$ cat src/design/lpc_pkg.sv
`timescale 1ns / 1ps

package lpc_pkg;

  localparam int unsigned MID_DEPTH_DEFAULT = 2;
  localparam int unsigned OUT_DEPTH_DEFAULT = 2;

  localparam int unsigned CFG_IDX_W = 2;
  localparam int unsigned CFG_DATA_W = 32;
  localparam logic [CFG_IDX_W-1:0] CFG_WAIT_FOR_ZERO = 2'd0;
  localparam logic [CFG_IDX_W-1:0] CFG_PROBE_MAGIC = 2'd1;

  localparam logic [15:0] MIN_FRAME_BYTES = 16'd34;
  localparam logic [7:0] TYPE_HI = 8'hBE;
  localparam logic [7:0] TYPE_LO = 8'hEF;
  localparam logic [15:0] PROBE_TYPE = {TYPE_HI, TYPE_LO};
  localparam logic [31:0] END_LAST = 32'hFFFF_FFFF;
  localparam logic [31:0] END_NORMAL = 32'h0000_0000;

  typedef struct packed {
    logic [15:0] frame_size;
    logic        fcs_bad;
    logic [15:0] type_field;
    logic [31:0] magic_word;
    logic [31:0] sequence_number;
    logic [31:0] end_word;
    logic [63:0] timestamp_ns;
    logic        port_id;
  } frame_t;

  typedef struct packed {
    logic               accepted;
    logic               diff_valid;
    logic signed [63:0] latency_diff;
    logic               sequence_done;
    logic               problem_seen;
    logic               recording;
  } result_t;

  // Classified frame handed from the front end to the pairing engine.
  typedef struct packed {
    logic        probe;
    logic        wait_skip;
    logic        last;
    logic [31:0] seq;
    logic [63:0] stamp;
    logic        port;
  } probe_t;

endpackage

$ cat src/design/lpc_fifo.sv
`timescale 1ns / 1ps

module lpc_fifo #(
  parameter int unsigned WIDTH = 1,
  parameter int unsigned DEPTH = 2
) (
  input  logic             clk,
  input  logic             rst,
  input  logic             push,
  input  logic [WIDTH-1:0] wdata,
  output logic             full,
  input  logic             pop,
  output logic [WIDTH-1:0] rdata,
  output logic             empty
);

  localparam int unsigned AW = (DEPTH > 1) ? $clog2(DEPTH) : 1;
  localparam int unsigned CW = $clog2(DEPTH + 1);

  logic [WIDTH-1:0] mem [DEPTH];
  logic [AW-1:0]    wptr;
  logic [AW-1:0]    rptr;
  logic [CW-1:0]    count;
  logic             do_push;
  logic             do_pop;

  assign full    = (count == CW'(DEPTH));
  assign empty   = (count == '0);
  assign do_push = push && !full;
  assign do_pop  = pop && !empty;
  assign rdata   = mem[rptr];

  always_ff @(posedge clk) begin
    if (do_push) begin
      mem[wptr] <= wdata;
    end
  end

  always_ff @(posedge clk) begin
    if (rst) begin
      wptr  <= '0;
      rptr  <= '0;
      count <= '0;
    end else begin
      if (do_push) begin
        wptr <= (wptr == AW'(DEPTH - 1)) ? '0 : wptr + 1'b1;
      end
      if (do_pop) begin
        rptr <= (rptr == AW'(DEPTH - 1)) ? '0 : rptr + 1'b1;
      end
      case ({do_push, do_pop})
        2'b10:   count <= count + 1'b1;
        2'b01:   count <= count - 1'b1;
        default: count <= count;
      endcase
    end
  end

endmodule

$ cat src/design/lpc_front.sv
`timescale 1ns / 1ps

module lpc_front
  import lpc_pkg::*;
(
  input  logic                  clk,
  input  logic                  rst,
  input  logic                  cfg_valid,
  input  logic [CFG_IDX_W-1:0]  cfg_index,
  input  logic [CFG_DATA_W-1:0] cfg_data,
  input  frame_t                frame,
  output probe_t                item
);

  logic        wait_for_zero;
  logic [31:0] probe_magic;
  logic        is_last;
  logic        end_ok;

  always_ff @(posedge clk) begin
    if (rst) begin
      wait_for_zero <= 1'b0;
      probe_magic   <= '0;
    end else if (cfg_valid) begin
      case (cfg_index)
        CFG_WAIT_FOR_ZERO: wait_for_zero <= cfg_data[0];
        CFG_PROBE_MAGIC:   probe_magic   <= cfg_data;
        default: ;
      endcase
    end
  end

  assign is_last = (frame.end_word == END_LAST);
  assign end_ok  = is_last || (frame.end_word == END_NORMAL);

  always_comb begin
    item.probe     = (frame.frame_size >= MIN_FRAME_BYTES) && !frame.fcs_bad &&
                     (frame.type_field == PROBE_TYPE) &&
                     (frame.magic_word == probe_magic) && end_ok;
    item.wait_skip = wait_for_zero && (frame.sequence_number != '0);
    item.last      = is_last;
    item.seq       = frame.sequence_number;
    item.stamp     = frame.timestamp_ns;
    item.port      = frame.port_id;
  end

endmodule

$ cat src/design/lpc_back.sv
`timescale 1ns / 1ps

module lpc_back
  import lpc_pkg::*;
(
  input  logic    clk,
  input  logic    rst,
  input  probe_t  item,
  input  logic    item_avail,
  input  logic    out_full,
  output logic    take,
  output result_t result
);

  logic        locked;
  logic        half_pending;
  logic [31:0] last_sequence;
  logic [63:0] last_time;
  logic        last_port;
  logic        problems;

  logic        locked_next;
  logic        half_pending_next;
  logic        problems_next;
  logic        proceed;
  logic        back_time;
  logic        hp;
  logic [31:0] ls;
  logic        seq_diff;
  logic [63:0] fwd_diff;
  logic [63:0] rev_diff;

  assign take      = item_avail && !out_full;
  assign back_time = item.probe && (item.stamp < last_time);
  assign proceed   = item.probe && !(!locked && item.wait_skip);
  assign hp        = locked ? half_pending : 1'b0;
  assign ls        = locked ? last_sequence : '0;
  assign seq_diff  = (item.seq != ls);
  assign fwd_diff  = item.stamp - last_time;
  assign rev_diff  = last_time - item.stamp;

  always_comb begin
    locked_next          = locked;
    half_pending_next    = half_pending;
    problems_next        = problems | back_time;
    result.accepted      = 1'b0;
    result.diff_valid    = 1'b0;
    result.latency_diff  = '0;
    result.sequence_done = 1'b0;
    if (proceed) begin
      result.accepted = 1'b1;
      locked_next     = 1'b1;
      if (!locked) begin
        problems_next = 1'b0;
      end
      if (hp) begin
        half_pending_next   = seq_diff;
        problems_next       = problems_next | (last_port == item.port) | seq_diff;
        result.diff_valid   = 1'b1;
        result.latency_diff = last_port ? rev_diff : fwd_diff;
        if (item.last) begin
          locked_next          = 1'b0;
          result.sequence_done = 1'b1;
        end
      end else begin
        half_pending_next = !(item.seq < ls);
        problems_next     = problems_next | (item.seq < ls);
      end
    end
    result.problem_seen = problems_next;
    result.recording    = locked_next;
  end

  always_ff @(posedge clk) begin
    if (rst) begin
      locked        <= 1'b0;
      half_pending  <= 1'b0;
      last_sequence <= '0;
      last_time     <= '0;
      last_port     <= 1'b0;
      problems      <= 1'b0;
    end else if (take) begin
      locked       <= locked_next;
      half_pending <= half_pending_next;
      problems     <= problems_next;
      if (proceed) begin
        last_sequence <= item.seq;
        last_time     <= item.stamp;
        last_port     <= item.port;
      end
    end
  end

endmodule

$ cat src/design/latency_probe_pair_checker_top.sv
`timescale 1ns / 1ps

// Latency probe pair checker. Push one captured frame summary per cycle; every frame yields
// exactly one result. Each frame is classified as it is pushed and written into the classification
// queue; the pairing engine takes it from there when the result queue has room and writes its
// result into the result queue, which shows it at once. Throughput is one frame per cycle while
// the result queue has room, set by the pairing engine, which computes two 64-bit differences
// and a 64-bit compare per frame. Configuration registers are written through the
// cfg port, which is always ready, and must only be changed while no frames are in flight.
module latency_probe_pair_checker_top
  import lpc_pkg::*;
#(
  parameter int unsigned MID_DEPTH = MID_DEPTH_DEFAULT,
  parameter int unsigned OUT_DEPTH = OUT_DEPTH_DEFAULT
) (
  input  logic                  clk,
  input  logic                  rst,
  input  logic                  push,
  output logic                  full,
  input  frame_t                frame,
  output logic                  empty,
  input  logic                  pop,
  output result_t               result,
  input  logic                  cfg_valid,
  output logic                  cfg_ready,
  input  logic [CFG_IDX_W-1:0]  cfg_index,
  input  logic [CFG_DATA_W-1:0] cfg_data
);

  probe_t  front_item;
  probe_t  mid_item;
  logic    mid_empty;
  logic    out_full;
  logic    take;
  result_t back_result;

  assign cfg_ready = 1'b1;

  lpc_front u_front (
    .clk       (clk),
    .rst       (rst),
    .cfg_valid (cfg_valid),
    .cfg_index (cfg_index),
    .cfg_data  (cfg_data),
    .frame     (frame),
    .item      (front_item)
  );

  lpc_fifo #(
    .WIDTH ($bits(probe_t)),
    .DEPTH (MID_DEPTH)
  ) u_mid_q (
    .clk   (clk),
    .rst   (rst),
    .push  (push),
    .wdata (front_item),
    .full  (full),
    .pop   (take),
    .rdata (mid_item),
    .empty (mid_empty)
  );

  lpc_back u_back (
    .clk        (clk),
    .rst        (rst),
    .item       (mid_item),
    .item_avail (!mid_empty),
    .out_full   (out_full),
    .take       (take),
    .result     (back_result)
  );

  lpc_fifo #(
    .WIDTH ($bits(result_t)),
    .DEPTH (OUT_DEPTH)
  ) u_out_q (
    .clk   (clk),
    .rst   (rst),
    .push  (take),
    .wdata (back_result),
    .full  (out_full),
    .pop   (pop),
    .rdata (result),
    .empty (empty)
  );

endmodule

$ cat config.mk
export PLATFORM = sky130hd
export DESIGN_NAME = latency_probe_pair_checker_top
export DESIGN_NICKNAME = d
export VERILOG_FILES = /design/src/design/lpc_pkg.sv /design/src/design/lpc_fifo.sv /design/src/design/lpc_front.sv /design/src/design/lpc_back.sv /design/src/design/latency_probe_pair_checker_top.sv
export SDC_FILE = /design/constraint.sdc
export NUM_CORES = 1
export LEC_CHECK = 0
export BUFFER_PORTS_ARGS = -buffer_cell sky130_fd_sc_hd__buf_2
export CAP_MARGIN = 5
export CELL_PAD_IN_SITES_DETAIL_PLACEMENT = 0
export CELL_PAD_IN_SITES_GLOBAL_PLACEMENT = 1
export CORE_MARGIN = 8
export CORE_UTILIZATION = 43
export CTS_CLUSTER_SIZE = 24
export DETAILED_ROUTE_END_ITERATION = 16
export GPL_TIMING_DRIVEN = 0
export PLACE_DENSITY_LB_ADDON = 0.3
export SLEW_MARGIN = 20
export SYNTH_ARGS = -nofsm -noshare
export SYNTH_HDL_FRONTEND = slang
export SYNTH_HIERARCHICAL = 1
export SYNTH_SLANG_ARGS = --single-unit
export TNS_END_PERCENT = 10
$ cat constraint.sdc
create_clock -name clk -period 5.1 [get_ports clk]
set_clock_uncertainty 0.15 [all_clocks]
set_input_delay 0.51 -clock clk [delete_from_list [all_inputs] [get_ports clk]]
set_output_delay 0.51 -clock clk [all_outputs]
set_load 0.01 [all_outputs]
After elaboration in Yosys (flattened, before gate mapping)

Memories as Yosys holds them, arrays and structs flattened. A register that Yosys moved wholly into a read port is not among the register bits.
Cells that the tools add are included.

Bitwise gates (word level): 4
Reductions and logical operators: 32
Add/subtract/negate cells: 10
Magnitude comparators: 3
Equal/unequal tests: 12
Muxes and demuxes: 28

Operators by type and width:

| operator                                                            | count |
|---|---|
| subtractor 64 bit                                                   | 2 |
| 2-to-1 mux 67 bit                                                   | 1 |
| 2-to-1 mux 66 bit                                                   | 1 |
| less-than comparator 64 bit                                         | 1 |
| 2-to-1 mux 64 bit                                                   | 1 |
| == test 32 bit                                                      | 1 |
| == test 32 bit (second input constant)                              | 1 |
| logical NOT 32 bit                                                  | 1 |
| less-than comparator 32 bit                                         | 1 |
| 2-to-1 mux 32 bit                                                   | 1 |
| != test 32 bit                                                      | 1 |
| nonzero test 32 bit                                                 | 1 |
| 2-to-1 mux 1 bit                                                    | 22 |
| == test 16 bit (second input constant)                              | 1 |
| greater-or-equal comparator 16 x 6 -> 1 bit (second input constant) | 1 |
| logical AND 1 bit                                                   | 13 |
| == test 2 bit (second input constant)                               | 4 |
| logical NOT 1 bit                                                   | 8 |
| case mux 2 bit (2 select lines)                                     | 2 |
| == test 2 x 1 -> 1 bit (second input constant)                      | 3 |
| logical NOT 2 bit                                                   | 3 |
| AND reduction 2 bit                                                 | 3 |
| adder 1 bit (second input constant)                                 | 4 |
| adder 2 x 1 -> 2 bit (second input constant)                        | 2 |
| other kinds (5)                                                     | 10 |

Memories: 2
Flip-flop bits (word level): 141
Memory bits (writable): 338
Output and inout port bits: 72
Logic and storage cells: 105
Input bits: 233

Memory list:

| memory      | depth | bits a word | read ports | clocked after memory_dff | write ports | line           | text |
|---|---|---|---|---|---|---|---|
| u_mid_q.mem | 2     | 100         | 1          | 1                        | 1           | lpc_fifo.sv:20 | `logic [WIDTH-1:0] mem [DEPTH];` |
| u_out_q.mem | 2     | 69          | 1          | 1                        | 1           | lpc_fifo.sv:20 |  |

Logic depth before layout (Yosys ltp)

Word-level depth: 9
Mapped depth: 16
Gate-level depth less buffers: 13

By module

Netlist, hierarchy kept.

Modules (own cells, without submodules):

| module                         | times used | area an instance (µm²) | sequential area each (µm²) | cells each |
|---|---|---|---|---|
| lpc_back                       | 1          | 12811.0                | 2001.9                     | 1960 |
| lpc_fifo (u_mid_q)             | 1          | 7410.9                 | 6105.9                     | 337 |
| lpc_fifo (u_out_q)             | 1          | 5190.0                 | 4244.1                     | 241 |
| lpc_front                      | 1          | 2522.4                 | 660.6                      | 332 |
| latency_probe_pair_checker_top | 1          | 15.0                   | 0.0                        | 3 |

Least setup slack after synthesis

Ideal clock, no wire load.

Path kind: register -> register
Start point: reg u_mid_q.count[0]
End point: mem u_mid_q/mem[1][0] (netlist name), enable pin
Setup slack: 1.566 ns
Arrival time: 2.914 ns
Required time: 4.479 ns
Cell stages (with the launch flop): 3
Path through: dfxtp_1 nand2b_2 and3_1

Longest elaborated chain between the ends: 5

RTL lines:

| what                                   | line           | text |
|---|---|---|
| start: declaration                     | lpc_fifo.sv:23 | `logic [CW-1:0] count;` |
| start signal: assignment               | lpc_fifo.sv:52 | `2'b10: count <= count + 1'b1;` |
| start signal: assignment               | lpc_fifo.sv:53 | `2'b01: count <= count - 1'b1;` |
| start signal: assignment               | lpc_fifo.sv:54 | `default: count <= count;` |
| == test 2 bit                          | lpc_fifo.sv:27 | `assign full = (count == CW'(DEPTH));` |
| logical NOT 1 bit                      | lpc_fifo.sv:29 | `assign do_push = push && !full;` |
| logical AND 1 bit                      | lpc_fifo.sv:29 |  |
| 2-to-1 mux 1 bit                       | lpc_fifo.sv:34 | `if (do_push) begin` |
| 2-to-1 mux 1 bit (not written as such) | lpc_fifo.sv:35 | `mem[wptr] <= wdata;` |
| end: declaration                       | lpc_fifo.sv:20 |  |

Every way passes these cells.

==> results by group <==
Place
  – PortBufs: 237
  – Worst slack, placed: 0.00469 ns
  – Detailed Place HPWL: 70400 microns
  – RD Place Congestion: ~0.98
  – Post-Place Cell Area: 0.0303 sq mm
  – Inst Count DP: approximately 4.0k

Worst hold path
  – Worst hold path class: in -> reg

Power
  – Power Density: 537 mW/mm^2
  – Overall Power: between 15 and 20 mW
  – Pleak: 12.2 nW
  – Max VDD drop: 299 uV

CTS
  – CTS H-tree lvls: 2
  – CTS clk-pin slew, worst paths: 0.06 ns
  – CTS tree: built
  – Worst skew pair latency: 0.61 ns
  – Clock buffer depth: 3
  – CTS Buf Count: 51
  – CTS sink cnt: 481
  – CTS root buf: clkbuf_16

Critical path
  – Worst path cell trace: buf_2 > buf_2 > mux2_2 > inv_1 > ha_1 > clkbuf_1 > a21oi_1 > o21ai_0 > a21oi_1 > o211ai_1 > o31a_1 > o31ai_1 > a21oi_1 > nor3b_1
  – Most used cell, CP: a21oi_1
  – CP required: approximately 5.4 ns
  – Worst path arrival time: 5.13 ns
  – CP Class: reg -> reg
  – Largest delay contributor family on the critical path: compound AO/OA/AOI/OAI gates
  – Largest fanout on the critical path: 10
  – Critical path buffers and inverters: 4
  – CP max-delay cell: o31ai_1
  – CP peak stage delay: 0.64 ns
  – Critical path endpoint category: flop
  – Critical Path Source Type: flop

STA
  – Hold Slack: 0.0353 ns
  – Final setup vio count: 0
  – Final hold violation count: 0
  – RSZ-0062 raised after global routing: false
  – Slew headroom: between 9 and 10%
  – Worst-Margin Slew: 1.32 ns
  – Setup_tns: 0 ns
  – Min setup slack post-route: 0.235 ns
  – Final count of pins violating max slew: 0
  – Final worst path period share: 95.4%
  – Fin crit period: 4.87 ns
  – Max Freq: slightly above 200 MHz

Floorplan
  – Rows: 93
  – Overall die area: 0.0734 sq mm
  – Die Span Y: 271 microns
  – Ports: 305
  – Core ar.: between 0.06 and 0.07 sq mm
  – Chip width: 271 microns
  – Initial Util: 43.4%

Cells and area
  – Layout Cells excl Fill: 4166
  – Area growth syn-to-layout: 18.0%
  – Fin util: 51.3%
  – Layout filler cell count: 5952
  – FF/Latch Area: 0.0130 sq mm
  – Share of layout cells above drive strength 1: 20.8%
  – Multi-input logic area: about 0.013 sq mm
  – Most frequent cells in the layout: 444 x nand2_1, 352 x a21oi_1, 338 x edfxtp_1
  – Leading cell type in the layout, fill and taps excluded: nand2_1
  – Post-Layout Inst Area: 0.0330 sq mm
  – Nets: about 3.7k

Logic synthesis
  – Ys flop type: edfxtp_1
  – Post-synth net total: 3269
  – Netlist cell types: a little under 90
  – Register area share after synthesis: between 40% and 50%
  – Mapped Area: 0.0279 sq mm
  – EDFF count, synth: 338
  – Syn_area_per_cell: between 9 and 10 sq um
  – Synth warn: 6
  – Synth Instances: 2873
  – Post-synthesis register bit count: 481
  – Fraction of registers with async set/reset: 0%

Global routing
  – Total Routing Usage GR: 23.4%
  – Vias in the first global route: ~23k
  – First-pass GRT wire length: between 100000 and 150000 microns
  – Antenna violations before repair: 9
  – GRT overflow: 0
  – Largest net degree at the start of global routing: 65

Status
  – Outcome: finished clean

Detailed routing
  – Wire per inst: around 21 microns
  – Detail Route Antenna Nets: 0
  – Residual DRC: 0
  – Final WL: 88700 microns
  – Drt via density: about 5.5
  – Initial DRC Count: roughly 1.7k
  – Via count: 22.9k
  – DRT Pass-1 Iters: 6

Job
  – Max-cap viol count: 0
synth_stat cells, types with 7 or more instances:
master,number,share of area (%)
mux2i_1,17,0.61
buf_2,35,0.63
o31ai_1,7,0.19
clkbuf_1,74,0.99
buf_4,115,3.1
dfxtp_1,143,10
nor4_1,31,0.69
o21ai_1,11,0.20
xnor2_1,48,1.5
o211ai_1,36,0.97
nand3b_1,7,0.19
nor3_1,35,0.63
o22ai_1,7,0.16
a211oi_1,26,0.70
a31oi_1,8,0.18
and3_1,10,0.22
a21oi_1,352,6.3
o21ai_0,147,2.6
edfxtp_1,338,36
a21o_1,15,0.40
nand4_1,52,1.2
o21a_1,15,0.40
nand2b_1,19,0.43
inv_1,159,2.1
or3_1,11,0.25
nor2_1,164,2.2
and2_1,10,0.22
nand3_1,26,0.47
mux2_2,169,6.8
nand2_1,444,6.0
ha_1,161,7.2
xor2_1,38,1.2
kinds of logic (layout without fill, tap and decap cells):
group                    after synthesis  count (layout)  share of synthesized area (%)
AND/OR/NAND/NOR                      847             847                           13.7
flip-flops                           481             481                           46.6
buffers and inverters                394             829                           7.05
XOR/XNOR                              86              86                           2.69
other                                  1               4                         0.0134
AO/OA/AOI/OAI                        715             715                           15.2
multiplexers                         186             186                           7.42
adder cells (fa/ha/maj)              163             163                           7.35
power by group:
group / switching (mW) / leakage [nW] / internal, mW
Sequential: 0.253 / 4.33 / 5.06
Combinational: 5.69 / 7.09 / 3.07
Clock: 1.58 / 0.807 / 2.05
Total: 7.52 / 12.2 / 10.2
per-layer routing:
| metal | wire length [microns] | GRT usage [%] | part of all wire [%] | up-vias |
|---|---|---|---|---|
| met1 | 39600 | 31.2 | 45 | 11000 |
| met2 | 41200 | 39.1 | 46 | 783 |
| li1 | - | - | - | 11000 |
| met3 | 5990 | 4.56 | 6.8 | 134 |
| met5 | 68 | 0 | 0.077 | - |
| met4 | 1790 | 4.95 | 2.0 | 12 |
worst paths after layout:
path / cells after the start / start / to / slack [ns]
worst max-delay path: 14 / flop / u_out_q/mem[1][58] / 0.23
worst min-delay path: 2 / frame[105] / u_mid_q/mem[0][73] / 0.04
worst max register to register: 14 / flop / u_out_q/mem[1][58] / 0.23
worst min register to register: 2 / u_back/last_sequence[7] / u_back/last_sequence[7] / 0.30
what timing repair did:
item	CTS	global route
gates resized for setup	1	4
buffers inserted	0	0
gates cloned	0	0
hold buffers	97	0
endpoints found under the hold margin	163	0
setup endpoints to repair	2	6
pin swaps	0	0
area by class of cell:
class                           instances  share of cell area, %
Clock buffer                           68                   4.36
Clock inverter                         28                  0.679
Timing Repair Buffer                  339                   6.86
Inverter                              161                   1.85
Multi-Input combinational cell       1998                   39.4
Tap cell                              855                   3.24
Antenna cell                            3                 0.0228
Buffer                                233                   4.15
Sequential cell                       481                   39.4
flip-flops by register name, indices dropped and copies added (netlist names), 2 cells and up, named ones only:
name                  flops
u_out_q/count             2
u_back/last_sequence     32
u_mid_q/count             2
u_mid_q/mem             200
u_front/probe_magic      32
u_back/last_time         64
u_out_q/mem             138
No activity file was read; power rests on OpenSTA's default activity.
